File: src/design/mpa_pkg.sv
package mpa_pkg;

  localparam int VALUE_W       = 16;
  localparam int INDEX_W       = 26;
  localparam int MAX_OUT_WIDTH = 1024;
  localparam int MAX_OUTPUTS   = 16384;
  localparam int COL_AW        = $clog2(MAX_OUT_WIDTH);
  localparam int ARG_AW        = $clog2(MAX_OUTPUTS);
  localparam int POS_W         = ARG_AW + 1;

  localparam int CFG_IDX_W  = 2;
  localparam int CFG_DATA_W = 11;
  localparam int CNT_W      = 7;
  localparam int DIM_W      = 11;
  localparam int WIN_W      = 4;
  localparam int CH_W       = 6;
  localparam int RC_W       = 10;
  localparam int PX_W       = 3;

  localparam int FIFO_DEPTH = 4;
  localparam int FIFO_AW    = $clog2(FIFO_DEPTH);

  localparam logic [CFG_IDX_W-1:0] REG_CHANNEL_COUNT = 2'd0;
  localparam logic [CFG_IDX_W-1:0] REG_FRAME_HEIGHT  = 2'd1;
  localparam logic [CFG_IDX_W-1:0] REG_FRAME_WIDTH   = 2'd2;
  localparam logic [CFG_IDX_W-1:0] REG_WINDOW_SIZE   = 2'd3;

  localparam logic OP_FORWARD  = 1'b0;
  localparam logic OP_BACKWARD = 1'b1;

  localparam logic KIND_MAX  = 1'b0;
  localparam logic KIND_GRAD = 1'b1;

  // clamped geometry and gradient pass length
  typedef struct packed {
    logic [CNT_W-1:0] count;
    logic [DIM_W-1:0] height;
    logic [DIM_W-1:0] width;
    logic [WIN_W-1:0] win;
    logic [POS_W-1:0] pass_len;
  } cfg_t;

  // classified item travelling from front to back
  typedef struct packed {
    logic                      kind;
    logic signed [VALUE_W-1:0] value;
    logic [INDEX_W-1:0]        index;
    logic [COL_AW-1:0]         col;
    logic [ARG_AW-1:0]         arg_addr;
    logic                      arg_ok;
    logic                      px_first;
    logic                      px_last;
    logic                      py_first;
    logic                      py_last;
    logic                      last;
  } item_t;

endpackage

File: src/design/mpa_front.sv
module mpa_front (
  input  logic                             clk,
  input  logic                             rst,
  input  logic                             cfg_we,
  input  mpa_pkg::cfg_t                    cfg,
  input  logic                             accept,
  input  logic                             opcode,
  input  logic signed [mpa_pkg::VALUE_W-1:0] sample_value,
  output logic                             push,
  output mpa_pkg::item_t                   push_item
);
  import mpa_pkg::*;

  logic [CH_W-1:0]    ch;
  logic [RC_W-1:0]    row;
  logic [RC_W-1:0]    col;
  logic [PX_W-1:0]    px;
  logic [PX_W-1:0]    py;
  logic [COL_AW-1:0]  ow;
  logic [RC_W-1:0]    rb;
  logic [RC_W-1:0]    cb;
  logic [INDEX_W-1:0] flat;
  logic [POS_W-1:0]   pos;
  logic [ARG_AW-1:0]  grad;

  logic [WIN_W-1:0] win_m1;
  logic [DIM_W-1:0] win_ext;
  logic [DIM_W-1:0] win2_ext;
  logic             row_in;
  logic             col_in;
  logic             last_row;
  logic             last_col;
  logic             px_last;
  logic             py_last;
  logic             ch_last;
  logic             col_wrap;
  logic             row_wrap;
  logic             frame_wrap;
  logic             in_grid;
  logic             emit_win;
  logic             fwd;
  logic             bwd;
  logic [POS_W-1:0] g_ext;
  logic [POS_W-1:0] g_next;
  logic             g_ok;
  logic             g_end;

  assign win_m1   = cfg.win - 4'd1;
  assign win_ext  = DIM_W'(cfg.win);
  assign win2_ext = DIM_W'({cfg.win, 1'b0});

  // window blocks that fit fully inside the frame form the grid
  assign row_in   = ({1'b0, rb} + win_ext) <= cfg.height;
  assign col_in   = ({1'b0, cb} + win_ext) <= cfg.width;
  assign last_row = ({1'b0, rb} + win2_ext) > cfg.height;
  assign last_col = ({1'b0, cb} + win2_ext) > cfg.width;
  assign px_last  = ({1'b0, px} == win_m1);
  assign py_last  = ({1'b0, py} == win_m1);
  assign ch_last  = ({1'b0, ch} == cfg.count - 7'd1);

  assign col_wrap   = ({1'b0, col} + 11'd1) >= cfg.width;
  assign row_wrap   = ({1'b0, row} + 11'd1) >= cfg.height;
  assign frame_wrap = col_wrap && row_wrap && ch_last;

  assign fwd      = accept && (opcode == OP_FORWARD);
  assign bwd      = accept && (opcode == OP_BACKWARD);
  assign in_grid  = row_in && col_in;
  assign emit_win = in_grid && px_last && py_last;

  assign g_ext  = {1'b0, grad};
  assign g_next = g_ext + POS_W'(1);
  assign g_ok   = (cfg.pass_len != '0) && (g_ext < cfg.pass_len);
  assign g_end  = (g_next == cfg.pass_len);

  assign push = (fwd && in_grid) || (bwd && g_ok);

  always_comb begin
    push_item.kind     = opcode;
    push_item.value    = sample_value;
    push_item.index    = flat;
    push_item.col      = ow;
    push_item.arg_addr = (opcode == OP_FORWARD) ? pos[ARG_AW-1:0] : grad;
    push_item.arg_ok   = !pos[ARG_AW];
    push_item.px_first = (px == '0);
    push_item.px_last  = px_last;
    push_item.py_first = (py == '0);
    push_item.py_last  = py_last;
    push_item.last     = (opcode == OP_FORWARD) ? (ch_last && last_row && last_col) : g_end;
  end

  always_ff @(posedge clk) begin
    if (rst || cfg_we) begin
      ch   <= '0;
      row  <= '0;
      col  <= '0;
      px   <= '0;
      py   <= '0;
      ow   <= '0;
      rb   <= '0;
      cb   <= '0;
      flat <= '0;
      pos  <= '0;
    end else if (fwd) begin
      if (col_wrap) begin
        col <= '0;
        px  <= '0;
        ow  <= '0;
        cb  <= '0;
        if (row_wrap) begin
          row <= '0;
          py  <= '0;
          rb  <= '0;
          ch  <= ch_last ? '0 : ch + CH_W'(1);
        end else begin
          row <= row + RC_W'(1);
          if (py_last) begin
            py <= '0;
            rb <= row + RC_W'(1);
          end else begin
            py <= py + PX_W'(1);
          end
        end
      end else begin
        col <= col + RC_W'(1);
        if (px_last) begin
          px <= '0;
          ow <= ow + COL_AW'(1);
          cb <= col + RC_W'(1);
        end else begin
          px <= px + PX_W'(1);
        end
      end
      if (frame_wrap) begin
        flat <= '0;
        pos  <= '0;
      end else begin
        flat <= flat + INDEX_W'(1);
        // saturates once past the storable output range
        if (emit_win && !pos[ARG_AW]) begin
          pos <= pos + POS_W'(1);
        end
      end
    end
  end

  always_ff @(posedge clk) begin
    if (rst || cfg_we) begin
      grad <= '0;
    end else if (bwd) begin
      if (!g_ok || (g_next >= cfg.pass_len)) begin
        grad <= '0;
      end else begin
        grad <= g_next[ARG_AW-1:0];
      end
    end
  end

endmodule

File: config.mk
export PLATFORM = sky130hd
export DESIGN_NAME = mpa_front
export DESIGN_NICKNAME = d
export VERILOG_FILES = /design/src/design/mpa_pkg.sv /design/src/design/mpa_front.sv
export SDC_FILE = /design/constraint.sdc
export NUM_CORES = 1
export LEC_CHECK = 0
export BUFFER_PORTS_ARGS = -buffer_cell sky130_fd_sc_hd__buf_4
export CAP_MARGIN = 20
export CORE_MARGIN = 1
export CORE_UTILIZATION = 50
export DETAILED_ROUTE_END_ITERATION = 8
export GPL_ROUTABILITY_DRIVEN = 0
export GPL_TIMING_DRIVEN = 1
export HOLD_SLACK_MARGIN = 0.08
export PLACE_DENSITY = 0.72
export RECOVER_POWER = 100
export SLEW_MARGIN = 20
export SYNTH_ARGS = -nofsm -noshare
export SYNTH_HDL_FRONTEND = slang
export SYNTH_SLANG_ARGS = --single-unit
File: constraint.sdc
create_clock -name clk -period 4.7 [get_ports clk]
set_input_delay 0.47 -clock clk [delete_from_list [all_inputs] [get_ports clk]]
set_output_delay 0.47 -clock clk [all_outputs]
set_load 0.03 [all_outputs]
==> results.md <==
- The largest stage delay on the critical path is 0.40 ns.
- The I/O pin count is 143.
- The critical path launch point type is a flip-flop.
- The share of final-layout standard cells stronger than drive strength 1 is 10.1%.
- The minimum setup slack after placement is 0.644 ns.
- The path type of the worst min-delay path is reg -> reg.
- The hold violation total from the final report is 0.
- The hold-critical path endpoint is col[8].
- At the later pin of the worst-skew pair, clock insertion delay measures 0.42 ns.
- The initial antenna violation count came to 0.
- The worst hold path depth is 2.
- The biggest fanout along the worst timing path is 5.
- The synthesis-stage register bit count is 117.
- The via count is 8451.
- The run finished with clean final reports.
- In this run, post-CTS hold repair placed 0 buffers.
- The routed wire length per instance is 16.1 µm.
- The portion of the clock cycle consumed by the worst path in the final layout is 93.7%.
- The final setup TNS is 0 ns.
- The worst setup slack after layout is 0.296 ns.
- The area enclosed by the die boundary is 0.0191 mm².
- The number of nets handed over by synthesis was 1327.
- The capture instance of the worst register-to-register path is pos[4].
- The number of global-route vias before repair is 7869.
- Counting every sink on the clock net gives 117.
- Setup repair after global routing left no endpoint under its margin.
- The worst setup path is of the reg -> out kind.
- The maximum level of the CTS H-tree is 4.
- The critical path goes through ha_1 > inv_1 > fa_1 > nor2b_1 > o21ai_0 > nand2b_1 > nand2_1 > nor2_1 > xor2_1 > ha_1 > a21oi_1 > o21ai_0 > a2111oi_0 > buf_4 > o32ai_1 > clkbuf_1 > nand2b_1 > buf_4.
- The headroom to the max-slew limit is 24.1%.
- The post-synthesis mux area share is 2.37%.
- The cell sitting at the root of the clock tree is a sky130_fd_sc_hd__clkbuf_16.
- The total of max-cap violations is 0.
- Counting tap cells, the placed design contains a total of 1429 instances.
- TritonCTS built the clock tree.
- The post-cts resize count is 0.
- The share of synthesized cell area in full adder, half adder and majority cells is 17.6%.
- The area share of and/or/nand/nor cells after synthesis is 22.2%.
- Clock skew on the completed layout was measured at 0.00935 ns.
- For this run, the leading register cell type out of synthesis is sky130_fd_sc_hd__dfxtp_1.
- The final number of max-transition violations is 0.
- The parity-gate share of the synthesized area counting xor and xnor cells is 10.9%.
- In the synthesized netlist the async set-or-reset flop fraction comes to 0%.
- The number of nets in the layout is 1416.
- For the finished layout, the period the worst path requires is 4.40 ns.
- In this run the critical register-to-register path is launched from rb[0].
- The count of nets left with antenna violations once routing finished came out at 0.
- The number of DRC violations after detailed routing is 0.
- In this run the cell area of the synthesized design comes to 0.00926 mm².
- In this run the most critical hold path is launched from col[8].
- The average vias per placed instance is 5.78.
- The final design area excluding fillers is 0.0106 mm².
- Compared with the post-synthesis result, the final layout area differs by 14.8%.
- The register-to-register setup slack is 0.57 ns.
- The synthesized design contains 0 enable-type register cells.
- The number of setup violations in the final report is 0.
- The total half-perimeter wirelength after legalization and detailed placement is 17.9 mm.
- The data arrival time of the critical path is 3.93 ns.
- The instance area after placement is 0.0102 mm².
- The required time of the critical path is 4.23 ns.
- The initial utilization of the core area, before any placement, comes to 51.4%.
- Leaving out fill and tap cells, the most frequent cells in the layout are 124 x sky130_fd_sc_hd__ha_1, 117 x sky130_fd_sc_hd__nor2_1, 117 x sky130_fd_sc_hd__dfxtp_1, 93 x sky130_fd_sc_hd__nand2_1, 73 x sky130_fd_sc_hd__inv_1.
- The final core area utilization is 59.0%.
- For this run the aggregate overflow at the end of global routing stands at 0.
- 0 antenna diodes ended up in the layout.
- The logic depth of the worst register-to-register path is 18.
- The kind of end point of the critical path is a primary output.
- For the pin with the worst max-slew slack, the measured transition is 1.14 ns.
- Once layout is complete, the cells apart from fillers number 1461.
- Summed over all cells, the static leakage comes to 4.75 nW.
- The count of warnings emitted by yosys is 0.
- The cell count after synthesis is 1130.
- The slowest cell on the critical path is sky130_fd_sc_hd__fa_1.
- After synthesis, the largest family of logic cells by area is simple AND/OR/NAND/NOR gates.
- The total number of placement rows is 49.
- The area fraction in compound gates after synthesis is 15.3%.
- The core area is 0.0180 mm².
- The first global-routing pass estimated 38.7 mm of wire.
- The clock-pin slew of the registers on the worst-case setup and hold paths is 0.06 ns.
- The share of the yosys chip area belonging to registers is 25.3%.
- Wires add up to 23.6 mm.
- The post-route total power is 2.72 mW.
- The global routing usage summed across all routing layers is 24.7%.
- The first routing iteration left 527 violations.
- The die outline width is 138 µm.
- The mean post-synth cell area is 8.19 µm².
- The number of setup buffers added after CTS is 0.
- The power per cell area is 256 mW/mm².
- The final-layout worst hold slack is 0.479 ns.
- The count of input and output buffers is 110.
- Entering global routing, the biggest net connects 41 pins.
- Leaving out fill and tap cells, the most frequent cell in the layout is sky130_fd_sc_hd__ha_1.
- The first TritonRoute pass finished after 5 iterations.
- The count of different cell masters after synthesis is 69.
- The vertical die dimension is 138 µm.
- The worst ir drop on vdd is 0.000284 V.
- The achievable clock frequency is 0.227 GHz.
- The critical path startpoint is rb[0].
- Counting along the longest clock path gives a buffer depth of 2.
- In this run, CTS created clock tree buffers numbering 17.
cell families (layout without fill, tap and decap cells):
group | count (synthesis) | in the layout
compound gates | 204 | 204
xor+xnor | 114 | 114
fa+ha+maj | 128 | 128
buf+inv | 131 | 233
flops | 117 | 117
mux | 20 | 20
simple gates | 416 | 416
flip-flops by register name, indices dropped and copies added (netlist names):
signal  count
row        10
px          3
pos        15
ch          6
ow         10
flat       26
col        10
py          3
grad       14
cb         10
rb         10
worst max-delay path, delay by kind of cell (launching register included):
family / cells / cell delay [ns]
adder cells (fa/ha/maj): 3 / 0.85
flip-flops: 1 / 0.38
buffers and inverters: 4 / 0.63
AND/OR/NAND/NOR: 5 / 0.66
AO/OA/AOI/OAI: 5 / 0.82
XOR/XNOR: 1 / 0.17
synth_stat cells (5+ instances only):
cell type	number	share of area (%)
sky130_fd_sc_hd__o21ai_0	27	1.5
sky130_fd_sc_hd__buf_2	9	0.49
sky130_fd_sc_hd__o21a_1	11	0.89
sky130_fd_sc_hd__and2_1	6	0.41
sky130_fd_sc_hd__nand3_1	54	2.9
sky130_fd_sc_hd__a21o_1	17	1.4
sky130_fd_sc_hd__xor2_1	54	5.1
sky130_fd_sc_hd__nand2b_1	12	0.81
sky130_fd_sc_hd__ha_1	124	17
sky130_fd_sc_hd__o211ai_1	9	0.73
sky130_fd_sc_hd__a221o_1	8	0.87
sky130_fd_sc_hd__clkbuf_1	25	1.0
sky130_fd_sc_hd__dfxtp_1	117	25
sky130_fd_sc_hd__nor4_1	6	0.41
sky130_fd_sc_hd__a32oi_1	8	0.76
sky130_fd_sc_hd__a2111oi_0	6	0.57
sky130_fd_sc_hd__mux2i_1	5	0.54
sky130_fd_sc_hd__and3_1	19	1.3
sky130_fd_sc_hd__and4_1	6	0.57
sky130_fd_sc_hd__buf_4	20	1.6
sky130_fd_sc_hd__a21oi_1	62	3.4
sky130_fd_sc_hd__mux2_2	15	1.8
sky130_fd_sc_hd__nor2b_1	19	1.3
sky130_fd_sc_hd__or3_1	9	0.61
sky130_fd_sc_hd__a31oi_1	5	0.34
sky130_fd_sc_hd__nor3_1	17	0.92
sky130_fd_sc_hd__nand4_1	36	2.4
sky130_fd_sc_hd__o2bb2ai_1	13	1.2
sky130_fd_sc_hd__nor2_1	117	4.7
sky130_fd_sc_hd__xnor2_1	59	5.6
sky130_fd_sc_hd__inv_1	73	3.0
sky130_fd_sc_hd__nand2_1	93	3.8
how the worst max path moves through the flow:
stage	to	slack [ns]	depth (start not counted)
finish	push	0.30	18
global route	push	0.14	18
CTS	push	0.39	18
detailed placement	pos[5]	0.64	19
global placement	push_item[0]	0.66	13
floorplan	push	1.03	15
layer usage:
| metal | global-route usage, % | routed length, µm | vias to the layer above |
|---|---|---|---|
| met5 | 0 | 0 | - |
| met4 | 7.63 | 326 | 0 |
| met3 | 4.68 | 1400 | 24 |
| met2 | 40.2 | 11000 | 260 |
| met1 | 32.9 | 10900 | 3980 |
| li1 | - | - | 4187 |
layout make-up:
class / instances / area (µm²)
clock buffers: 18 / 439
clock inverters: 14 / 223
fillers: 1695 / 7400
inverters: 73 / 274
multi-input cells: 882 / 6310
flip-flops and latches: 117 / 2340
well taps: 229 / 287
repair buffers: 128 / 749
report_power, final:
part | internal (mW) | switching (mW) | total, mW
Clock | 0.961 | 0.514 | 1.47
Combinational | 0.101 | 0.147 | 0.248
Sequential | 0.993 | 0.00247 | 0.996
Note: power is estimated with default switching activity, not from simulation.
