$ cat src/design/mpa_pkg.sv
package mpa_pkg;

  localparam int VALUE_W       = 16;
  localparam int INDEX_W       = 26;
  localparam int MAX_OUT_WIDTH = 1024;
  localparam int MAX_OUTPUTS   = 16384;
  localparam int COL_AW        = $clog2(MAX_OUT_WIDTH);
  localparam int ARG_AW        = $clog2(MAX_OUTPUTS);
  localparam int POS_W         = ARG_AW + 1;

  localparam int CFG_IDX_W  = 2;
  localparam int CFG_DATA_W = 11;
  localparam int CNT_W      = 7;
  localparam int DIM_W      = 11;
  localparam int WIN_W      = 4;
  localparam int CH_W       = 6;
  localparam int RC_W       = 10;
  localparam int PX_W       = 3;

  localparam int FIFO_DEPTH = 4;
  localparam int FIFO_AW    = $clog2(FIFO_DEPTH);

  localparam logic [CFG_IDX_W-1:0] REG_CHANNEL_COUNT = 2'd0;
  localparam logic [CFG_IDX_W-1:0] REG_FRAME_HEIGHT  = 2'd1;
  localparam logic [CFG_IDX_W-1:0] REG_FRAME_WIDTH   = 2'd2;
  localparam logic [CFG_IDX_W-1:0] REG_WINDOW_SIZE   = 2'd3;

  localparam logic OP_FORWARD  = 1'b0;
  localparam logic OP_BACKWARD = 1'b1;

  localparam logic KIND_MAX  = 1'b0;
  localparam logic KIND_GRAD = 1'b1;

  // clamped geometry and gradient pass length
  typedef struct packed {
    logic [CNT_W-1:0] count;
    logic [DIM_W-1:0] height;
    logic [DIM_W-1:0] width;
    logic [WIN_W-1:0] win;
    logic [POS_W-1:0] pass_len;
  } cfg_t;

  // classified item travelling from front to back
  typedef struct packed {
    logic                      kind;
    logic signed [VALUE_W-1:0] value;
    logic [INDEX_W-1:0]        index;
    logic [COL_AW-1:0]         col;
    logic [ARG_AW-1:0]         arg_addr;
    logic                      arg_ok;
    logic                      px_first;
    logic                      px_last;
    logic                      py_first;
    logic                      py_last;
    logic                      last;
  } item_t;

endpackage

$ cat src/design/mpa_cfg.sv
module mpa_cfg (
  input  logic                           clk,
  input  logic                           rst,
  input  logic                           cfg_we,
  input  logic [mpa_pkg::CFG_IDX_W-1:0]  cfg_index,
  input  logic [mpa_pkg::CFG_DATA_W-1:0] cfg_data,
  output mpa_pkg::cfg_t                  cfg,
  output logic                           settling
);
  import mpa_pkg::*;

  localparam int RECIP_SHIFT   = 16;
  localparam int RECIP_W       = RECIP_SHIFT + 1;
  localparam int PROD_W        = DIM_W + RECIP_W;
  localparam int ROWS_W        = CNT_W + DIM_W;
  localparam int PASS_W        = ROWS_W + DIM_W;
  localparam int SETTLE_CYCLES = 4;
  localparam int SETTLE_W      = $clog2(SETTLE_CYCLES + 1);

  // ceil(2^16 / s); exact floor division for heights up to 1024
  function automatic logic [RECIP_W-1:0] recip(input logic [WIN_W-1:0] s);
    logic [RECIP_W-1:0] r;
    case (s)
      4'd1:    r = 17'd65536;
      4'd2:    r = 17'd32768;
      4'd3:    r = 17'd21846;
      4'd4:    r = 17'd16384;
      4'd5:    r = 17'd13108;
      4'd6:    r = 17'd10923;
      4'd7:    r = 17'd9363;
      4'd8:    r = 17'd8192;
      default: r = 17'd8192;
    endcase
    return r;
  endfunction

  logic [CNT_W-1:0]    channel_count;
  logic [DIM_W-1:0]    frame_height;
  logic [DIM_W-1:0]    frame_width;
  logic [WIN_W-1:0]    window_size;
  logic [CNT_W-1:0]    cl_count;
  logic [DIM_W-1:0]    cl_height;
  logic [DIM_W-1:0]    cl_width;
  logic [WIN_W-1:0]    cl_win;
  logic [DIM_W-1:0]    out_rows;
  logic [DIM_W-1:0]    out_cols;
  logic [ROWS_W-1:0]   rows_total;
  logic [POS_W-1:0]    pass_len;
  logic [SETTLE_W-1:0] settle_cnt;
  logic [PROD_W-1:0]   prod_h;
  logic [PROD_W-1:0]   prod_w;
  logic [PASS_W-1:0]   prod_pass;

  always_ff @(posedge clk) begin
    if (rst) begin
      channel_count <= 7'd1;
      frame_height  <= 11'd28;
      frame_width   <= 11'd28;
      window_size   <= 4'd2;
    end else if (cfg_we) begin
      case (cfg_index)
        REG_CHANNEL_COUNT: channel_count <= cfg_data[CNT_W-1:0];
        REG_FRAME_HEIGHT:  frame_height  <= cfg_data[DIM_W-1:0];
        REG_FRAME_WIDTH:   frame_width   <= cfg_data[DIM_W-1:0];
        REG_WINDOW_SIZE:   window_size   <= cfg_data[WIN_W-1:0];
        default: ;
      endcase
    end
  end

  always_ff @(posedge clk) begin
    if (rst) begin
      settle_cnt <= SETTLE_W'(SETTLE_CYCLES);
    end else if (cfg_we) begin
      settle_cnt <= SETTLE_W'(SETTLE_CYCLES);
    end else if (settle_cnt != '0) begin
      settle_cnt <= settle_cnt - SETTLE_W'(1);
    end
  end

  assign prod_h    = PROD_W'(cl_height) * PROD_W'(recip(cl_win));
  assign prod_w    = PROD_W'(cl_width) * PROD_W'(recip(cl_win));
  assign prod_pass = PASS_W'(rows_total) * PASS_W'(out_cols);

  // derived values settle after a write through the clamp, quotient, row total and pass length registers
  always_ff @(posedge clk) begin
    cl_count  <= (channel_count == '0) ? 7'd1 :
                 (channel_count > 7'd64) ? 7'd64 : channel_count;
    cl_height <= (frame_height == '0) ? 11'd1 :
                 (frame_height > 11'd1024) ? 11'd1024 : frame_height;
    cl_width  <= (frame_width == '0) ? 11'd1 :
                 (frame_width > 11'd1024) ? 11'd1024 : frame_width;
    cl_win    <= (window_size == '0) ? 4'd1 :
                 (window_size > 4'd8) ? 4'd8 : window_size;
    out_rows   <= prod_h[RECIP_SHIFT +: DIM_W];
    out_cols   <= prod_w[RECIP_SHIFT +: DIM_W];
    rows_total <= ROWS_W'(cl_count) * ROWS_W'(out_rows);
    pass_len   <= (prod_pass > PASS_W'(MAX_OUTPUTS)) ? POS_W'(MAX_OUTPUTS)
                                                     : prod_pass[POS_W-1:0];
  end

  assign cfg.count    = cl_count;
  assign cfg.height   = cl_height;
  assign cfg.width    = cl_width;
  assign cfg.win      = cl_win;
  assign cfg.pass_len = pass_len;
  assign settling     = (settle_cnt != '0);

endmodule

$ cat config.mk
export PLATFORM = sky130hd
export DESIGN_NAME = mpa_cfg
export DESIGN_NICKNAME = d
export VERILOG_FILES = /design/src/design/mpa_pkg.sv /design/src/design/mpa_cfg.sv
export SDC_FILE = /design/constraint.sdc
export NUM_CORES = 1
export LEC_CHECK = 0
export BUFFER_PORTS_ARGS = -buffer_cell sky130_fd_sc_hd__buf_2
export CAP_MARGIN = 20
export CORE_MARGIN = 1
export CORE_UTILIZATION = 55
export DETAILED_ROUTE_END_ITERATION = 7
export PLACE_DENSITY = 0.77
export SLEW_MARGIN = 15
export SYNTH_ARGS = -nofsm -noshare
export SYNTH_HDL_FRONTEND = slang
export SYNTH_SLANG_ARGS = --single-unit
$ cat constraint.sdc
create_clock -name clk -period 7 [get_ports clk]
set_clock_uncertainty 0.1 [all_clocks]
set_input_delay 1.05 -clock clk [delete_from_list [all_inputs] [get_ports clk]]
set_output_delay 1.05 -clock clk [all_outputs]
set_load 0.02 [all_outputs]
==> flow_metrics.tcl, run 1 <==
set metrics [dict create \
    final_cell_mix "inv_1 (546), fa_1 (451), nand2_1 (394)" \
    finalSetupTns_ps 0 \
    grt_pass1_vias 17800 \
    violations "design-rule violations" \
    path_class "flip-flop to flip-flop" \
    syn_avg_cell_area_um2 8.99 \
    antenna_cells 0 \
    hold_path.class "flip-flop to flip-flop" \
    fin_crit_sh_pct 95.8 \
    synth_top_area_cell "fa_1" \
    row_count 74 \
    p_sw_mw 1.90 \
    ys_types 85 \
    synth_seq_cells 124 \
    grt_first_pass_wirelength_um 87600 \
    cts_tree "done" \
    fp.dieH_um 206 \
    dp_hpwl_um 43600 \
    gp_congestion 0.927 \
    synthArstFlopShare_pct 0 \
    ctsHoldBuffers 0 \
    yosys_warnings 0 \
    peakVddDrop_v 0.000224 \
    clk_pin_slew_ps 60 \
    die_area_mm2 0.0426 \
    rsz0062_at_grt "false" \
    slew_viol_final 0 \
    finalNetCount 3243 \
    max_freq_ghz 0.149 \
    overflow 0 \
    ys_seq_area_share_pct 10.8 \
    first_pass_iters 7 \
    vias 16800 \
    critPathRequiredTime_ps 7220 \
    hold_viol_final 0 \
    synth_nets 3253 \
    route.detailed.drc 7 \
    viasPerCell 5.43 \
    synthCells 2556 \
    pwr-share-seq_pct 25.6 \
    period_needed_ps 6700 \
    grt_max_degree 37 \
    yosysTopAreaCellShare_pct 39.3 \
    clock_latency_ps 440 \
    finalSetupViolCount 0 \
    cts-root-buf "clkbuf_16" \
    power_density_mw_per_mm2 174 \
    ios 65 \
    io_buffers 64 \
    end_kind "flip-flop" \
    maxSlewHeadroom_pct 49.1 \
    synth-edff-count 0 \
    path_max_fanout 18 \
    status "complete, but fails checks" \
    die_w_um 206 \
    area.growth.synth_to_final_pct 5.61 \
    start_kind "flip-flop" \
    cts_sinks 124 \
    antenna_found_initial 0 \
    coreArea_mm2 0.0410 \
    max-cap-violations 0 \
    synthTopCellsByArea "fa_1 (39%), ha_1 (13%), dfxtp_1 (11%)" \
    drt_iter0_drc 1023 \
    cts_max_path_buffers 2 \
    syn-cell-area_mm2 0.0230 \
    power_mw 4.22 \
    start_util_pct 56.0 \
    combPwrFrac_pct 52.9 \
    cellInternalPower_mw 2.32 \
    drive_gt1_share_pct 6.57 \
    routed_wl_um 52800 \
    cellLeakagePower_nw 12.7 \
    grt_usage_pct 26.3 \
    htreeDepth 4 \
    switching_share_pct 45.1 \
    worst_slew_pin_slew_ps 763 \
    hold_ws_ps 300 \
    numCtsBuffers 17 \
    clkPwrFrac_pct 21.5 \
    drtAntennaViolNets 0 \
    final_common_cell "inv_1" \
    ys.flop_type "dfxtp_1" \
    cp.arrival_ps 6930 \
    wl_per_cell_um 17.1 \
]
## power groups by stage
stage	registers, mW	clock network (mW)	logic [mW]
global placement	1.08	0	2.13
CTS	1.07	0.920	2.25
floorplan	0.957	0	1.79
detailed placement	1.08	0	2.22
finish	1.08	0.908	2.23
global route	1.10	0.950	2.55
## cells by family after synthesis
| logic type | share of synthesized area (%) |
|---|---|
| AO/OA/AOI/OAI | 5.69 |
| XOR/XNOR | 2.13 |
| adder cells (fa/ha/maj) | 51.8 |
| buffers and inverters | 10.8 |
| flip-flops | 10.8 |
| multiplexers | 0.659 |
| AND/OR/NAND/NOR | 18.1 |
## synthesized netlist by cell type (3+ instances only)
| master | count |
|---|---|
| inv_1 | 546 |
| fa_1 | 451 |
| nand2_1 | 394 |
| ha_1 | 230 |
| and2_1 | 212 |
| dfxtp_1 | 124 |
| clkbuf_1 | 97 |
| nor2_1 | 67 |
| a21oi_1 | 57 |
| nor2b_1 | 34 |
| xnor2_1 | 34 |
| o21ai_0 | 25 |
| a21o_1 | 22 |
| nor3_1 | 22 |
| xor2_1 | 22 |
| or2_2 | 20 |
| mux2i_1 | 14 |
| nand3_1 | 13 |
| o21ai_1 | 10 |
| o211ai_1 | 8 |
| o21a_1 | 8 |
| a211oi_1 | 7 |
| a31oi_1 | 7 |
| nand3b_1 | 7 |
| nand2b_1 | 6 |
| nor4_1 | 6 |
| or3_1 | 6 |
| buf_2 | 5 |
| nand4_1 | 5 |
| nor3_2 | 5 |
| nor3b_1 | 5 |
| and3_1 | 4 |
| and3b_1 | 4 |
| and4_1 | 4 |
| buf_4 | 4 |
| o21bai_1 | 4 |
| a211o_1 | 3 |
| a22oi_1 | 3 |
| nor3b_2 | 3 |
## metrics by stage
step	util (%)	worst slack (ps)	instance area [um^2]	instances
detailed placement	57.7	350	23700	3059
finish	59.2	296	24300	3091
floorplan	-	964	23000	2556
global placement	57.7	464	23700	3059
global route	59.2	8.47	24300	3091
CTS	59.2	332	24300	3091
## state kept, by name (all words and copies together) (netlist names)
register       cells
pass_len          15
window_size        4
cl_width          11
out_cols          11
cl_height         11
frame_width       11
cl_win             4
settle_cnt         3
rows_total        18
cl_count           7
channel_count      7
out_rows          11
frame_height      11
## layout make-up
type,instances,area (um^2)
inverter,547,2050
sequential,124,2480
tap,532,666
fill,3429,16700
clock buffer,18,439
timing repair buffer,80,453
multi-input combinational,1776,18000
clock inverter,14,159
## path summary, 6_finish.rpt
path                   from           end  slack [ps]  cells past startpoint
max             out_cols[2]  pass_len[14]         300                     19
min          window_size[3]     cl_win[3]         300                      0
max reg2reg     out_cols[2]  pass_len[14]         300                     19
min reg2reg  window_size[3]     cl_win[3]         300                      0
## metal layers
metal	vias to the layer above	share of wire, %	GRT usage (%)
li1	7688	-	-
met2	619	48	43.6
met3	108	7.5	5.00
met1	8378	42	34.9
met4	0	2.1	7.51
met5	-	0	0
## timing repair
item / CTS / global route
resized for setup: 0 / 1
hold endpoints to repair: 0 / 0
endpoints found under the setup margin: 0 / 1
buffers inserted: 0 / 0
## worst max-delay path: stages, from the launching register on
cell and delay, ps:
dfxtp_1 780, nand2_1 210, fa_1 520, fa_1 570, inv_1 70, fa_1 520
fa_1 520, inv_1 60, fa_1 480, inv_1 40, ha_1 360, a21oi_1 190
o21ai_1 120, a32o_2 300, a21oi_4 200, o211ai_1 130, mux2_2 290, nor4_2 310
nand4_2 450, or2_1 370
No activity file was read; power rests on OpenSTA's default activity.
==> inputs of run 2 (changes only) <==
--- a/config.mk
+++ b/config.mk
@@ -7,6 +7,7 @@
 export LEC_CHECK = 0
 export BUFFER_PORTS_ARGS = -buffer_cell sky130_fd_sc_hd__buf_2
 export CAP_MARGIN = 20
+export CORE_ASPECT_RATIO = 2
 export CORE_MARGIN = 1
 export CORE_UTILIZATION = 55
 export DETAILED_ROUTE_END_ITERATION = 7
==> run 2 against run 1 <==
Net effect:
- the run now ends clean
- combinational power grew 10%
- cell area is 0.19% higher
- maximum frequency up 1.3%
- critical path type unchanged
- largest power group unchanged
- highest routed layer unchanged
==> flow_metrics.tcl, run 2 (synthesized netlist as in run 1, its figures left out) <==
set metrics [dict create \
    status "complete, no violations" \
    grt_first_pass_wirelength_um 98000 \
    final_area_mm2 0.0243 \
    die_area_mm2 0.0427 \
    die_w_um 147 \
    r2r-start "out_cols[3]" \
    critPathRequiredTime_ps 7220 \
    max_stage_delay_ps 720 \
    finalSetupViolCount 0 \
    ctsHoldBuffers 0 \
    hold_path.class "flip-flop to flip-flop" \
    fp.dieH_um 291 \
    worst_slew_pin_slew_ps 783 \
    wl_per_cell_um 19.7 \
    reg2reg_slack_ps 380 \
    numCtsBuffers 17 \
    critical_path.cell_chain "buf_4 -> nand2_1 -> fa_1 -> inv_1 -> fa_1 -> fa_1 -> fa_1 -> fa_1 -> ha_1 -> a21o_1 -> a21boi_1 -> o311a_1 -> o21ai_1 -> a21o_1 -> nand3_1 -> nor4_2 -> nand4_2 -> or2_1" \
    maxSlewHeadroom_pct 47.7 \
    r2r_end "pass_len[14]" \
    routed_wl_um 61000 \
    start_kind "flip-flop" \
    viasPerCell 5.59 \
    dp_hpwl_um 52100 \
    max-cap-violations 0 \
    io_buffers 64 \
    largest_reg_flops 18 \
    place_area_mm2 0.0237 \
    path_max_fanout 15 \
    cts_max_path_buffers 2 \
    end_kind "flip-flop" \
    cts-root-buf "clkbuf_16" \
    area.growth.synth_to_final_pct 5.81 \
    clock_latency_ps 440 \
    overflow 0 \
    slowest_stage "dfxtp_1" \
    grt_pass1_vias 20000 \
    final_common_cell "inv_1" \
    cellLeakagePower_nw 12.7 \
    hold_start "channel_count[6]" \
    route.detailed.drc 0 \
    grt_max_degree 37 \
    hold_depth 0 \
    antenna_cells 0 \
    cts_setup_buffers 0 \
    path_class "flip-flop to flip-flop" \
    regMostFlops "rows_total" \
    first_pass_iters 7 \
    antenna_found_initial 0 \
    cts_sinks 124 \
    ios 65 \
    start_util_pct 55.9 \
    cp.arrival_ps 6840 \
    clk_pin_slew_ps 70 \
    path_common_cell "fa_1" \
    period_needed_ps 6620 \
    rsz0062_at_grt "false" \
    finalNetCount 3252 \
    vias 17400 \
    min_to "cl_count[6]" \
    crit_buf_inv 2 \
    cts_tree "done" \
    hold_ws_ps 358 \
    reg_top3 "rows_total x18, pass_len x15" \
    max_freq_ghz 0.151 \
    drt_iter0_drc 601 \
    finalSetupTns_ps 0 \
    power_density_mw_per_mm2 181 \
    slew_viol_final 0 \
    hold_viol_final 0 \
    drive_gt1_share_pct 7.05 \
    coreArea_mm2 0.0411 \
    cts_resized 0 \
    final_cell_mix "inv_1 (546), fa_1 (451), nand2_1 (394)" \
    gp_congestion 0.986 \
    row_count 105 \
    reg2reg_depth 18 \
    grt_usage_pct 30.4 \
    drtAntennaViolNets 0 \
    fin_crit_sh_pct 94.6 \
    peakVddDrop_v 0.000206 \
    htreeDepth 4 \
    critPathTopFamily "adder cells" \
]
==> run 2: cell count changes in the layout (fill, tap and decap cells not counted), moves of 2 or more <==
cell       delta
clkinv_4      -2
and3b_2       +2
and3b_1       -2
buf_4        +10
inv_8         +3
clkinv_8      +2
bufinv_16     -2
==> run 2: routing by layer <==
layer  part of all wire (%)  routed length [um]  track usage (%)
met1                     29               17500             24.6
met2                     58               35100             61.0
met3                    3.4                2100             3.67
met4                     10                6250             27.2
met5                      0                   0                0
==> run 2: worst max path at each step <==
stage,from,end,depth (start not counted)
final,out_cols[3],pass_len[14],18
after global routing,out_cols[3],pass_len[14],21
after CTS,cl_win[0],out_rows[9],22
after detailed placement,cl_win[0],out_rows[9],22
after global placement,cl_win[0],out_rows[9],22
after floorplan,cl_win[3],out_cols[8],25
==> run 2: metrics by stage <==
stage	setup slack (ps)	util, %	power [mW]	std cells
finish	380	59.1	4.41	3103
global route	108	59.1	4.76	3103
CTS	116	59.1	4.43	3103
detailed placement	162	57.7	3.56	3071
global placement	343	57.7	3.44	3071
floorplan	964	-	2.75	2556
==> run 2: report_power, final <==
part	total (mW)	internal, mW	leakage [nW]	switching [mW]
clock	0.871	0.472	0.273	0.399
sequential	1.07	0.831	1.02	0.241
combinational	2.46	0.982	11.4	1.48
==> run 2: layout make-up <==
class | instances | area (um^2)
flip-flops and latches | 124 | 2480
clock inverters | 15 | 150
clock buffers | 17 | 425
multi-input cells | 1776 | 18000
repair buffers | 89 | 508
fillers | 3584 | 16800
well taps | 535 | 669
inverters | 547 | 2050
