### config.mk
export PLATFORM = sky130hd
export DESIGN_NAME = mpa_fifo
export DESIGN_NICKNAME = d
export VERILOG_FILES = /design/src/design/mpa_pkg.sv /design/src/design/mpa_fifo.sv
export SDC_FILE = /design/constraint.sdc
export NUM_CORES = 1
export LEC_CHECK = 0
export BUFFER_PORTS_ARGS = -buffer_cell sky130_fd_sc_hd__buf_2
export CAP_MARGIN = 20
export CORE_MARGIN = 2
export CORE_UTILIZATION = 55
export CTS_CLUSTER_SIZE = 10
export DETAILED_ROUTE_END_ITERATION = 8
export GPL_TIMING_DRIVEN = 0
export HOLD_SLACK_MARGIN = 0.06
export PLACE_DENSITY = 0.77
export SETUP_SLACK_MARGIN = 0.05
export SLEW_MARGIN = 20
export SYNTH_ARGS = -nofsm -noshare
export SYNTH_HDL_FRONTEND = slang
export SYNTH_SLANG_ARGS = --single-unit
### constraint.sdc
create_clock -name clk -period 7.13 [get_ports clk]
set_input_delay 0.713 -clock clk [delete_from_list [all_inputs] [get_ports clk]]
set_output_delay 0.713 -clock clk [all_outputs]
set_load 0.005 [all_outputs]
### src/design/mpa_pkg.sv
package mpa_pkg;

  localparam int VALUE_W       = 16;
  localparam int INDEX_W       = 26;
  localparam int MAX_OUT_WIDTH = 1024;
  localparam int MAX_OUTPUTS   = 16384;
  localparam int COL_AW        = $clog2(MAX_OUT_WIDTH);
  localparam int ARG_AW        = $clog2(MAX_OUTPUTS);
  localparam int POS_W         = ARG_AW + 1;

  localparam int CFG_IDX_W  = 2;
  localparam int CFG_DATA_W = 11;
  localparam int CNT_W      = 7;
  localparam int DIM_W      = 11;
  localparam int WIN_W      = 4;
  localparam int CH_W       = 6;
  localparam int RC_W       = 10;
  localparam int PX_W       = 3;

  localparam int FIFO_DEPTH = 4;
  localparam int FIFO_AW    = $clog2(FIFO_DEPTH);

  localparam logic [CFG_IDX_W-1:0] REG_CHANNEL_COUNT = 2'd0;
  localparam logic [CFG_IDX_W-1:0] REG_FRAME_HEIGHT  = 2'd1;
  localparam logic [CFG_IDX_W-1:0] REG_FRAME_WIDTH   = 2'd2;
  localparam logic [CFG_IDX_W-1:0] REG_WINDOW_SIZE   = 2'd3;

  localparam logic OP_FORWARD  = 1'b0;
  localparam logic OP_BACKWARD = 1'b1;

  localparam logic KIND_MAX  = 1'b0;
  localparam logic KIND_GRAD = 1'b1;

  // clamped geometry and gradient pass length
  typedef struct packed {
    logic [CNT_W-1:0] count;
    logic [DIM_W-1:0] height;
    logic [DIM_W-1:0] width;
    logic [WIN_W-1:0] win;
    logic [POS_W-1:0] pass_len;
  } cfg_t;

  // classified item travelling from front to back
  typedef struct packed {
    logic                      kind;
    logic signed [VALUE_W-1:0] value;
    logic [INDEX_W-1:0]        index;
    logic [COL_AW-1:0]         col;
    logic [ARG_AW-1:0]         arg_addr;
    logic                      arg_ok;
    logic                      px_first;
    logic                      px_last;
    logic                      py_first;
    logic                      py_last;
    logic                      last;
  } item_t;

endpackage

### src/design/mpa_fifo.sv
module mpa_fifo (
  input  logic           clk,
  input  logic           rst,
  input  logic           push,
  input  mpa_pkg::item_t push_item,
  input  logic           pop,
  output mpa_pkg::item_t head,
  output logic           not_empty,
  output logic           not_full
);
  import mpa_pkg::*;

  localparam int CNT_BITS = $clog2(FIFO_DEPTH + 1);

  item_t               slots [FIFO_DEPTH];
  logic [FIFO_AW-1:0]  wr_ptr;
  logic [FIFO_AW-1:0]  rd_ptr;
  logic [CNT_BITS-1:0] fill;

  always_ff @(posedge clk) begin
    if (push) begin
      slots[wr_ptr] <= push_item;
    end
  end

  always_ff @(posedge clk) begin
    if (rst) begin
      wr_ptr <= '0;
      rd_ptr <= '0;
      fill   <= '0;
    end else begin
      if (push) begin
        wr_ptr <= wr_ptr + FIFO_AW'(1);
      end
      if (pop) begin
        rd_ptr <= rd_ptr + FIFO_AW'(1);
      end
      case ({push, pop})
        2'b10:   fill <= fill + CNT_BITS'(1);
        2'b01:   fill <= fill - CNT_BITS'(1);
        default: fill <= fill;
      endcase
    end
  end

  assign head      = slots[rd_ptr];
  assign not_empty = (fill != '0);
  assign not_full  = (fill != CNT_BITS'(FIFO_DEPTH));

endmodule

==> results of run 1 <==
## worst reg2reg max path, stage by stage, from the launching register on
cell and delay, ns:
sky130_fd_sc_hd__dfxtp_1 0.42, sky130_fd_sc_hd__ha_1 0.21, sky130_fd_sc_hd__and2_4 0.51, sky130_fd_sc_hd__buf_16 0.30
## layout make-up
type / instances / area [um2] / share of cell area (%)
flip-flops and latches: 301 / 8949 / 67.71
multi-input cells: 104 / 1886 / 14.27
clock buffers: 45 / 955.9 / 7.233
repair buffers: 154 / 860.8 / 6.514
well taps: 265 / 331.6 / 2.509
plain buffers: 17 / 195.2 / 1.477
inverters: 6 / 22.52 / 0.1704
clock inverters: 2 / 12.51 / 0.09468
diodes: 1 / 2.502 / 0.01894
## logic make-up (layout without fill, tap and decap cells)
logic type | Yosys count | in the layout | share of synthesized area [%]
AOI/OAI and AO/OA | 3 | 3 | 0.1359
xor gates and xnor gates | 5 | 5 | 0.3967
adders and majority gates | 6 | 6 | 0.7479
buffers and inverters | 23 | 224 | 1.972
DFF | 301 | 301 | 81.04
muxes | 74 | 74 | 15.01
other | 0 | 1 | 0
and+or+nand+nor | 16 | 16 | 0.6911
## worst min-delay path by stage
stage              endpoint           from  cells after the start
6_report       slots[2][67]  push_item[67]                      1
5_1_grt        slots[2][70]  push_item[70]                      1
4_1_cts        slots[1][64]  push_item[64]                      1
3_5_place_dp        fill[2]        fill[2]                      2
3_3_place_gp        fill[2]        fill[2]                      2
2_1_floorplan       fill[2]        fill[2]                      2
## state kept, by name, summed over array words and instances, names as in the netlist, named ones only
| signal | cells |
|---|---|
| rd_ptr | 2 |
| fill | 3 |
| wr_ptr | 2 |
| slots | 292 |
## through the flow
stage	hold WS (ns)	utilization (%)	power, uW	instance area [um2]	worst slack, ns
after floorplan	0.4663	-	2295	11040	4.271
after global placement	0.4796	61.89	2439	12120	2.873
after detailed placement	0.5125	62.50	2459	12240	4.861
after CTS	0.4086	67.45	3997	13210	4.378
after global routing	0.4146	67.45	4098	13210	4.357
final	0.4297	67.46	3954	13220	4.471
## power groups by stage
| stage | Sequential, uW | Combinational (uW) | Clock [uW] |
|---|---|---|---|
| 6_report | 2050 | 364 | 1540 |
| 5_1_grt | 2060 | 394 | 1640 |
| 4_1_cts | 2050 | 374 | 1570 |
| 3_5_place_dp | 2090 | 369 | 0 |
| 3_3_place_gp | 2090 | 348 | 0 |
| 2_1_floorplan | 2090 | 210 | 0 |
## layer usage
| layer | wire length, um | up-vias | track usage, % |
|---|---|---|---|
| met3 | 1087 | 30 | 4.451 |
| li1 | - | 2193 | - |
| met2 | 10330 | 160 | 32.67 |
| met5 | 0 | - | 0 |
| met4 | 397 | 0 | 5.882 |
| met1 | 7602 | 2590 | 23.55 |
## cell usage in the layout (no fill, tap or decap), types with 2 or more instances in the layout
master and instances:
sky130_fd_sc_hd__mux4_2 72, sky130_fd_sc_hd__xor2_1 3, sky130_fd_sc_hd__dfxtp_1 9, sky130_fd_sc_hd__ha_1 5, sky130_fd_sc_hd__buf_2 157, sky130_fd_sc_hd__nor2_1 8
sky130_fd_sc_hd__and2_4 4, sky130_fd_sc_hd__edfxtp_1 292, sky130_fd_sc_hd__clkbuf_16 37, sky130_fd_sc_hd__xnor2_1 2, sky130_fd_sc_hd__clkbuf_1 9, sky130_fd_sc_hd__inv_1 6
sky130_fd_sc_hd__or3_1 2, sky130_fd_sc_hd__buf_16 4, sky130_fd_sc_hd__a21oi_1 2, sky130_fd_sc_hd__buf_12 7
==> run summary, run 1 <==
### Floorplan
* **Die Y-Extent** 145.7 um
* **horizontal die dimension** 145.7 um
* **standard-cell rows** 51
* **full die area** 21230 um2
* **io pins** 152
* **Starting Density** 56.36%
* **core footprint** 19590 um2

### STA
* **final hold violations** 0
* **fin crit period** 2.659 ns
* **worst slew margin relative to its limit** 61.59%
* **Period Utilization, post-route** 37.29%
* **Setup TNS** 0 ns
* **Pins Over Slew Limit** 0
* **setup repair after global routing missed its margin** no
* **final number of setup-violating endpoints** 0
* **highest attainable clock frequency** 0.3761 GHz
* **Worst Tran Pin Value** 0.5761 ns
* **maximum clock skew at final layout** 0.01111 ns

### Synthesis
* **proportion of synthesized flip-flops having asynchronous set or reset** 0%
* **average instance area after synthesis** 25.80 um2
* **cell types occupying the most area after synthesis** sky130_fd_sc_hd__edfxtp_1 79%, sky130_fd_sc_hd__mux4_2 15%, sky130_fd_sc_hd__dfxtp_1 1.6%
* **Primary FF master, synth** sky130_fd_sc_hd__edfxtp_1
* **share of the synthesized area in the top cell type** 79.41%
* **Mapped Nets** 511
* **number of synthesized flops with an enable pin** 292
* **sequential area share after synthesis** 81.04%
* **synthesized cell area** 11040 um2
* **post-synthesis instance total** 428
* **commonest cells in the synthesized netlist** 292 x sky130_fd_sc_hd__edfxtp_1, 72 x sky130_fd_sc_hd__mux4_2, 9 x sky130_fd_sc_hd__dfxtp_1
* **Cell variety after synth** 22
* **cell with the most instances after synthesis** sky130_fd_sc_hd__edfxtp_1
* **post-synthesis sequential element count** 301
* **count of yosys warnings during synthesis** 0
* **cell taking the most area after synthesis** sky130_fd_sc_hd__edfxtp_1

### Critical path
* **critical path class** reg -> out
* **endpoint of the worst register-to-register path** slots[1][21]
* **kind of end point of the critical path** output pin
* **number of buffers and inverters on the critical path** 3
* **Critical Path Source Type** flip-flop
* **Crit path depth** 4
* **number of cell instances on the worst register-to-register path** 3
* **largest stage delay on the critical path** 0.37 ns
* **FF-to-FF Start** wr_ptr[0]
* **cell occurring most often along the worst timing path** sky130_fd_sc_hd__buf_2
* **family with the most delay on the worst path** buffers and inverters
* **worst-path maximum fanout** 10
* **critical-path cell list** clkbuf_2 > buf_2 > mux4_2 > buf_2
* **cell type of the slowest stage on the worst timing path** sky130_fd_sc_hd__mux4_2
* **endpoint of the worst setup timing path** head[3]
* **data arrival time of the worst path** 1.95 ns
* **flop-to-flop setup slack** 5.30 ns
* **required time of the critical path** 6.42 ns

### Routing
* **detailed-route wire length per cell** 21.70 um
* **Via density** 5.556
* **total via count after detailed routing** 4973
* **Remaining DRCs** 0
* **post-detailed-routing wire length** 19420 um
* **Initial DRT Pass Iterations** 4
* **violation count after the first detailed-route iteration** 283
* **count of nets left with antenna violations after detail routing** 0

### CTS
* **clock slew seen by the registers of the worst setup and hold paths** 0.06 ns
* **Root Driver** sky130_fd_sc_hd__clkbuf_16
* **post-CTS setup buffer count** 0
* **TritonCTS clock tree** done
* **post-cts sizing count** 0
* **count of hold buffers inserted by post-cts repair** 0
* **Clock H-tree levels** 2
* **total clock buffers created by CTS** 36
* **clk buf depth** 3
* **Worst-Skew Late Latency** 0.49 ns
* **number of clock sinks seen by CTS** 301

### Pwr
* **Leakage Power** 0.004502 uW
* **proportion of total power due to net switching** 20.44%
* **ratio of total power to cell area** 299.2 nW/um2
* **Combinational Power Share** 9.2%
* **relative contribution of the clock network to total power** 38.9%
* **relative contribution of sequential cells to total power** 52.0%
* **Net Switching** 808.2 uW
* **cell internal power dissipation** 3146 uW
* **maximum vdd ir drop** 0.1917 mV

### GRT
* **number of antenna violations at the first check in global routing** 1
* **global-route wire length before repair** 30260 um
* **maximum number of pins on one net before global-route repair** 40
* **total routing resource utilization after global routing** 18.74%
* **vias in the first global route** 5386
* **total gr overflow** 0

### Layout
* **post-layout net count** 703
* **final instance count without filler cells** 895
* **Syn-to-layout area delta** 19.68%
* **Filler Cells Inserted** 1254
* **share of final-layout standard cells stronger than drive strength 1** 45.15%

### Place
* **total of buffers placed on input and output ports** 150
* **gpl congestion** 0.7301
* **# placed instances** 847
* **HPWL after DPL** 11700 um

### Outcome
* **result of the run** completed

### Job
* **Max-cap violations** 0

### Worst hold path
* **path type of the worst min-delay path** in -> reg

(Power assumes the default switching activity.)
==> inputs of run 2 (changes only) <==
- CORE_UTILIZATION: 55 -> 51
- PLACE_DENSITY: 0.77 -> 0.75
- clock period: 7.13 -> 2.3 ns (I/O delays scaled with it)
==> run 2 against run 1 <==
Against the previous run:
- first-iteration DRC count rose by 1.4%
- critical path type unchanged
- register-to-register slack got worse by 4.8 ns
- wire length rose by 4.4%
- worst hold slack got worse by 0.32 ns
- setup slack got worse by 4.3 ns
- clock power rose to 3.2 times the previous value
- cell area rose by 6.0%
- combinational power rose to 3.4 times the previous value
- total power rose to 3.2 times the previous value
- critical path depth did not move
- sequential cell count did not move
==> run summary, run 2 (synthesized netlist as in run 1, its figures left out) <==
### STA
* **fin crit period** 2.169 ns
* **Setup TNS** 0 ns, unchanged
* **worst slew margin relative to its limit** 61.22%, was 61.59%
* **Period Utilization, post-route** 94.30%
* **setup repair after global routing missed its margin** no, unchanged
* **maximum clock skew at final layout** 0.009527 ns, was 0.01111 ns
* **Pins Over Slew Limit** 0, unchanged
* **final hold violations** 0, unchanged
* **Worst Tran Pin Value** 0.5816 ns, was 0.5761 ns
* **final number of setup-violating endpoints** 0, unchanged
* **highest attainable clock frequency** 0.4611 GHz
* **Final Worst Setup Slack** 0.1312 ns, was 4.471 ns

### Floorplan
* **standard-cell rows** 53, was 51
* **Die Y-Extent** 151.1 um, was 145.7 um
* **horizontal die dimension** 151.1 um, was 145.7 um
* **full die area** 22840 um2, was 21230 um2
* **core footprint** 21150 um2, was 19590 um2
* **io pins** 152, unchanged
* **Starting Density** 52.20%, was 56.36%

### Job
* **Max-cap violations** 0, unchanged

### Layout
* **antenna diode instance count** 0, was 1
* **Largest Register** slots, unchanged
* **sequential standard cell area** 8949 um2, unchanged
* **largest registers** slots: 292 flops, fill: 3 flops, unchanged
* **most frequent standard cell in the layout excluding fill and tap cells** sky130_fd_sc_hd__edfxtp_1, unchanged
* **final design utilization** 66.20%, was 67.46%
* **share of final-layout standard cells stronger than drive strength 1** 40.79%, was 45.15%
* **area of combinational cells with multiple inputs** 1886 um2, unchanged
* **flip-flop count of the largest register after layout** 292, unchanged
* **Syn-to-layout area delta** 26.82%, was 19.68%
* **top library cells by usage in the layout, fill and taps aside** 292 x sky130_fd_sc_hd__edfxtp_1, 151 x sky130_fd_sc_hd__buf_2, 75 x sky130_fd_sc_hd__dlygate4sd3_1, 72 x sky130_fd_sc_hd__mux4_2, 37 x sky130_fd_sc_hd__clkbuf_16, was 292 x sky130_fd_sc_hd__edfxtp_1, 157 x sky130_fd_sc_hd__buf_2, 72 x sky130_fd_sc_hd__mux4_2, 37 x sky130_fd_sc_hd__clkbuf_16
* **post-layout net count** 778, was 703
* **Filler Cells Inserted** 1353, was 1254

### GRT
* **total gr overflow** 0, unchanged
* **vias in the first global route** 5746, was 5386
* **total routing resource utilization after global routing** 18.25%, was 18.74%
* **maximum number of pins on one net before global-route repair** 47, was 40
* **global-route wire length before repair** 31160 um, was 30260 um
* **number of antenna violations at the first check in global routing** 0, was 1

### CTS
* **clock slew seen by the registers of the worst setup and hold paths** 0.05 ns, was 0.06 ns
* **number of clock sinks seen by CTS** 301, unchanged
* **total clock buffers created by CTS** 36, unchanged
* **Worst-Skew Late Latency** 0.50 ns, was 0.49 ns
* **Clock H-tree levels** 2, unchanged
* **Root Driver** sky130_fd_sc_hd__clkbuf_16, unchanged
* **clk buf depth** 3, unchanged
* **TritonCTS clock tree** done, unchanged

### Routing
* **total via count after detailed routing** 5235, was 4973
* **count of nets left with antenna violations after detail routing** 0, unchanged
* **post-detailed-routing wire length** 20270 um, was 19420 um
* **violation count after the first detailed-route iteration** 287, was 283
* **Remaining DRCs** 0, unchanged
* **detailed-route wire length per cell** 20.67 um, was 21.70 um
* **Initial DRT Pass Iterations** 4, unchanged
* **Via density** 5.336, was 5.556

### Pwr
* **power consumption** 12460 uW, was 3954 uW
* **maximum vdd ir drop** 0.5694 mV, was 0.1917 mV
* **Leakage Power** 0.004825 uW, was 0.004502 uW
* **ratio of total power to cell area** 889.5 nW/um2, was 299.2 nW/um2

### Critical path
* **kind of end point of the critical path** output pin, unchanged
* **required time of the critical path** 2.07 ns, was 6.42 ns
* **critical path class** reg -> out, unchanged
* **Critical Path Source Type** flip-flop, unchanged
* **data arrival time of the worst path** 1.94 ns, was 1.95 ns
* **critical-path cell list** buf_6 > buf_12 > mux4_2 > buf_2, was clkbuf_2 > buf_2 > mux4_2 > buf_2
* **number of cell instances on the worst register-to-register path** 4, was 3
* **cell type of the slowest stage on the worst timing path** sky130_fd_sc_hd__mux4_2, unchanged
* **largest stage delay on the critical path** 0.53 ns, was 0.37 ns
* **worst-path maximum fanout** 10, unchanged

### Worst hold path
* **path type of the worst min-delay path** in -> reg, unchanged
* **Hold Path Stages** 3, was 1

### Outcome
* **result of the run** completed, unchanged

### Place
* **post-placement worst setup slack** 0.4788 ns, was 4.861 ns
* **gpl congestion** 0.7133, was 0.7301
* **total of buffers placed on input and output ports** 150, unchanged
* **HPWL after DPL** 11720 um, was 11700 um

## run 2: changes by cell type in the layout (fill, tap and decap cells not counted), moves of 2 or more
cell,before,now
sky130_fd_sc_hd__dlygate4sd3_1,0,75
sky130_fd_sc_hd__clkbuf_4,0,5
sky130_fd_sc_hd__inv_6,0,2
sky130_fd_sc_hd__buf_4,0,2
sky130_fd_sc_hd__buf_16,4,2
sky130_fd_sc_hd__clkinv_2,0,2
sky130_fd_sc_hd__buf_2,157,151
sky130_fd_sc_hd__buf_12,7,9
## run 2: critical path: cells and delay by family, from the launching register on
kind / cells / cell delay (ns)
buffers and inverters: 3 / 0.58
multiplexers: 1 / 0.53
flip-flops: 1 / 0.32
## run 2: per-stage QoR
stage,area (um2),hold slack [ns],std cells
3_3_place_gp,12140,0.4387,853
3_5_place_dp,12240,0.4473,857
4_1_cts,13990,0.09435,981
2_1_floorplan,11050,0.3289,428
6_report,14000,0.1143,981
5_1_grt,14000,0.1224,981
## run 2: path summary, 6_finish.rpt
check	startpoint	to	slack [ns]
hold / removal	push	wr_ptr[0]	0.11
hold reg to reg	fill[1]	fill[1]	0.52
setup reg to reg	wr_ptr[0]	slots[0][10]	0.52
setup / recovery	flip-flop	head[51]	0.13
## run 2: layout make-up
type / instances / area share [%]
plain buffers: 17 / 1.519
flip-flops and latches: 301 / 63.90
clock buffers: 45 / 6.898
well taps: 275 / 2.457
repair buffers: 229 / 11.40
inverters: 6 / 0.1608
multi-input cells: 104 / 13.47
clock inverters: 4 / 0.1966
## run 2: per-layer routing
layer  part of all wire (%)  vias to the layer above  track usage, %
met4                    2.2                        0           5.327
met3                    4.8                       37           4.217
met1                     42                     2690           23.45
met2                     51                      159           31.48
li1                       -                     2349               -
met5                      0                        -               0
## run 2: power breakdown
| part | internal (uW) | switching, uW | total (uW) |
|---|---|---|---|
| Combinational | 658 | 578 | 1240 |
| Sequential | 6300 | 60.6 | 6360 |
| Clock | 2920 | 1940 | 4860 |
## run 2: repair_timing
| action | CTS | global route |
|---|---|---|
| gates resized for setup | 2 | 6 |
| pin swaps | 0 | 0 |
| endpoints found under the hold margin | 295 | 0 |
| buffers inserted | 0 | 0 |
| setup endpoints to repair | 20 | 50 |
| hold buffers | 75 | 0 |
==> inputs of run 3 (changes only) <==
==> constraint.sdc (replaced) <==
create_clock -name clk -period 2.3 [get_ports clk]
set_input_delay 0.69 -clock clk [delete_from_list [all_inputs] [get_ports clk]]
set_output_delay 0.69 -clock clk [all_outputs]
set_load 0.005 [all_outputs]
==> run 3 against run 2 <==
Against the previous run:
- the run now ends with setup timing left
- fmax shrank 15%
- cell area shrank 4.0%
- sequential cell count is the same
- combinational power is essentially flat
- clock power is essentially flat
- sequential share of layout area grew 2.7 points
- via count shrank 5.6%
- cell count shrank 7.1%
- worst hold slack gained 0.29 ns
- first-iteration DRC count shrank 17%
- clock skew grew 0.0011 ns
- largest cell class unchanged
==> run summary, run 3 (synthesized netlist as in run 1, its figures left out) <==
### Routing
* **detailed-route wire length per cell** 21.69 um, was 20.67 um
* **post-detailed-routing wire length** 19760 um, was 20270 um
* **total via count after detailed routing** 4944, was 5235
* **met1 layer wirelength in the final routing** 8106 um, was 8431 um
* **count of nets left with antenna violations after detail routing** 0, unchanged
* **Initial DRT Pass Iterations** 4, unchanged
* **wire length on met2** 10090 um, was 10420 um
* **WL met3** 1110 um, was 973 um
* **top routing layer in use** met5, was met4
* **violation count after the first detailed-route iteration** 239, was 287
* **Via density** 5.427, was 5.336
* **Remaining DRCs** 0, unchanged

### CTS
* **clock slew seen by the registers of the worst setup and hold paths** 0.05 ns, about the same
* **number of clock sinks seen by CTS** 301, unchanged
* **TritonCTS clock tree** done, unchanged
* **total clock buffers created by CTS** 36, unchanged
* **Root Driver** sky130_fd_sc_hd__clkbuf_16, unchanged
* **Worst-Skew Late Latency** 0.51 ns, was 0.50 ns
* **Clock H-tree levels** 2, unchanged
* **clk buf depth** 3, unchanged

### Layout
* **share of final-layout standard cells stronger than drive strength 1** 46.38%, was 40.79%
* **flip-flop count of the largest register after layout** 292, unchanged
* **top library cells by usage in the layout, fill and taps aside** 292 x sky130_fd_sc_hd__edfxtp_1, 138 x sky130_fd_sc_hd__buf_2, 73 x sky130_fd_sc_hd__mux4_2, 39 x sky130_fd_sc_hd__clkbuf_16, 13 x sky130_fd_sc_hd__buf_6, was 292 x sky130_fd_sc_hd__edfxtp_1, 151 x sky130_fd_sc_hd__buf_2, 75 x sky130_fd_sc_hd__dlygate4sd3_1, 72 x sky130_fd_sc_hd__mux4_2, 37 x sky130_fd_sc_hd__clkbuf_16
* **largest registers** slots: 292 flops, fill: 3 flops, unchanged
* **antenna diode instance count** 0, unchanged
* **Syn-to-layout area delta** 21.75%, was 26.82%
* **final design utilization** 63.55%, was 66.20%
* **post-layout net count** 708, was 778
* **most frequent standard cell in the layout excluding fill and tap cells** sky130_fd_sc_hd__edfxtp_1, unchanged
* **final instance count without filler cells** 911, was 981
* **Largest Register** slots, unchanged

### STA
* **Worst Tran Pin Value** 0.5867 ns, was 0.5816 ns
* **fin crit period** 2.561 ns, was 2.169 ns
* **Period Utilization, post-route** 111.4%, was 94.30%
* **highest attainable clock frequency** 0.3904 GHz, was 0.4611 GHz
* **worst slew margin relative to its limit** 60.89%, was 61.22%
* **final number of setup-violating endpoints** 73, was 0
* **Pins Over Slew Limit** 0, unchanged
* **Final Worst Setup Slack** -0.2612 ns, was 0.1312 ns
* **maximum clock skew at final layout** 0.01058 ns, was 0.009527 ns
* **setup repair after global routing missed its margin** yes, was no
* **final hold violations** 0, unchanged

### Critical path
* **kind of end point of the critical path** output pin, unchanged
* **Critical Path Source Type** flip-flop, unchanged
* **worst-path maximum fanout** 10, unchanged
* **critical path class** reg -> out, unchanged
* **required time of the critical path** 1.61 ns, was 2.07 ns
* **data arrival time of the worst path** 1.87 ns, was 1.94 ns

### Place
* **HPWL after DPL** 11720 um, unchanged
* **total of buffers placed on input and output ports** 150, unchanged
* **# placed instances** 857, unchanged
* **gpl congestion** 0.7133, unchanged

### Floorplan
* **full die area** 22840 um2, unchanged
* **Starting Density** 52.20%, unchanged
* **io pins** 152, unchanged
* **Die Y-Extent** 151.1 um, unchanged
* **standard-cell rows** 53, unchanged
* **horizontal die dimension** 151.1 um, unchanged
* **core footprint** 21150 um2, unchanged

### Pwr
* **ratio of total power to cell area** 925.2 nW/um2, was 889.5 nW/um2
* **Leakage Power** 0.004587 uW, was 0.004825 uW
* **power consumption** 12440 uW, was 12460 uW
* **maximum vdd ir drop** 0.5806 mV, was 0.5694 mV

### Outcome
* **result of the run** finished, violations left, was completed
* **violated checks** setup timing

### Worst hold path
* **path type of the worst min-delay path** in -> reg, unchanged

### GRT
* **global-route wire length before repair** 30050 um, was 31160 um
* **maximum number of pins on one net before global-route repair** 47, unchanged
* **total routing resource utilization after global routing** 17.70%, was 18.25%
* **number of antenna violations at the first check in global routing** 1, was 0
* **total gr overflow** 0, unchanged
* **vias in the first global route** 5474, was 5746

### Job
* **Max-cap violations** 0, unchanged

run 3: cell types whose count changed in the layout (fill, tap and decap cells not counted), moves of 2 or more:
| cell | delta |
|---|---|
| sky130_fd_sc_hd__dlygate4sd3_1 | -75 |
| sky130_fd_sc_hd__buf_4 | +5 |
| sky130_fd_sc_hd__buf_6 | +12 |
| sky130_fd_sc_hd__buf_2 | -13 |
| sky130_fd_sc_hd__clkbuf_16 | +2 |
| sky130_fd_sc_hd__clkbuf_4 | -4 |
run 3: through the flow:
stage          TNS, ns  setup WS [ns]  cell area [um2]  hold slack (ns)
2_1_floorplan        0         0.2587            11050           0.4663
3_3_place_gp   -168.36        -0.5899            12140           0.4770
3_5_place_dp         0        0.03087            12240           0.5008
4_1_cts         -18.91        -0.3073            13340           0.3803
5_1_grt         -21.09        -0.3290            13440           0.3864
6_report        -15.96        -0.2612            13440           0.4016
run 3: cell type report:
type	instances	area, um2
clock inverters	4	27.53
flip-flops and latches	301	8952
clock buffers	45	965.9
plain buffers	17	224.0
fillers	1398	7711
well taps	275	344.1
multi-input cells	104	1882
repair buffers	159	1025
inverters	6	22.52
run 3: metal layers:
| layer | up-vias | global-route usage [%] |
|---|---|---|
| met3 | 37 | 4.819 |
| met4 | 2 | 5.421 |
| met2 | 136 | 30.23 |
| li1 | 2212 | - |
| met1 | 2557 | 22.36 |
| met5 | - | 0 |
run 3: where the power goes:
part           total (uW)  switching, uW  leakage, uW  internal, uW
Clock                4850           1930     0.000488          2920
Sequential           6370           63.1      0.00276          6300
Combinational        1220            571      0.00134           649
run 3: critical path: stages (launching register included):
cell and delay, ns:
sky130_fd_sc_hd__dfxtp_4 0.38, sky130_fd_sc_hd__buf_12 0.15, sky130_fd_sc_hd__buf_12 0.16, sky130_fd_sc_hd__mux4_2 0.52, sky130_fd_sc_hd__buf_2 0.15
run 3: final timing paths:
path,start,end,slack [ns],depth (start not counted)
worst max-delay path,flip-flop,head[49],-0.26,4
worst min register to register,fill[1],fill[1],0.51,2
worst min-delay path,push_item[67],slots[2][67],0.40,1
worst max register to register,wr_ptr[0],slots[0][10],0.52,4
run 3: what timing repair did:
item | CTS | global route
gates cloned | 1 | 2
setup endpoints to repair | 73 | 73
hold buffers | 0 | 0
setup buffers | 1 | 1
resized for setup | 22 | 7
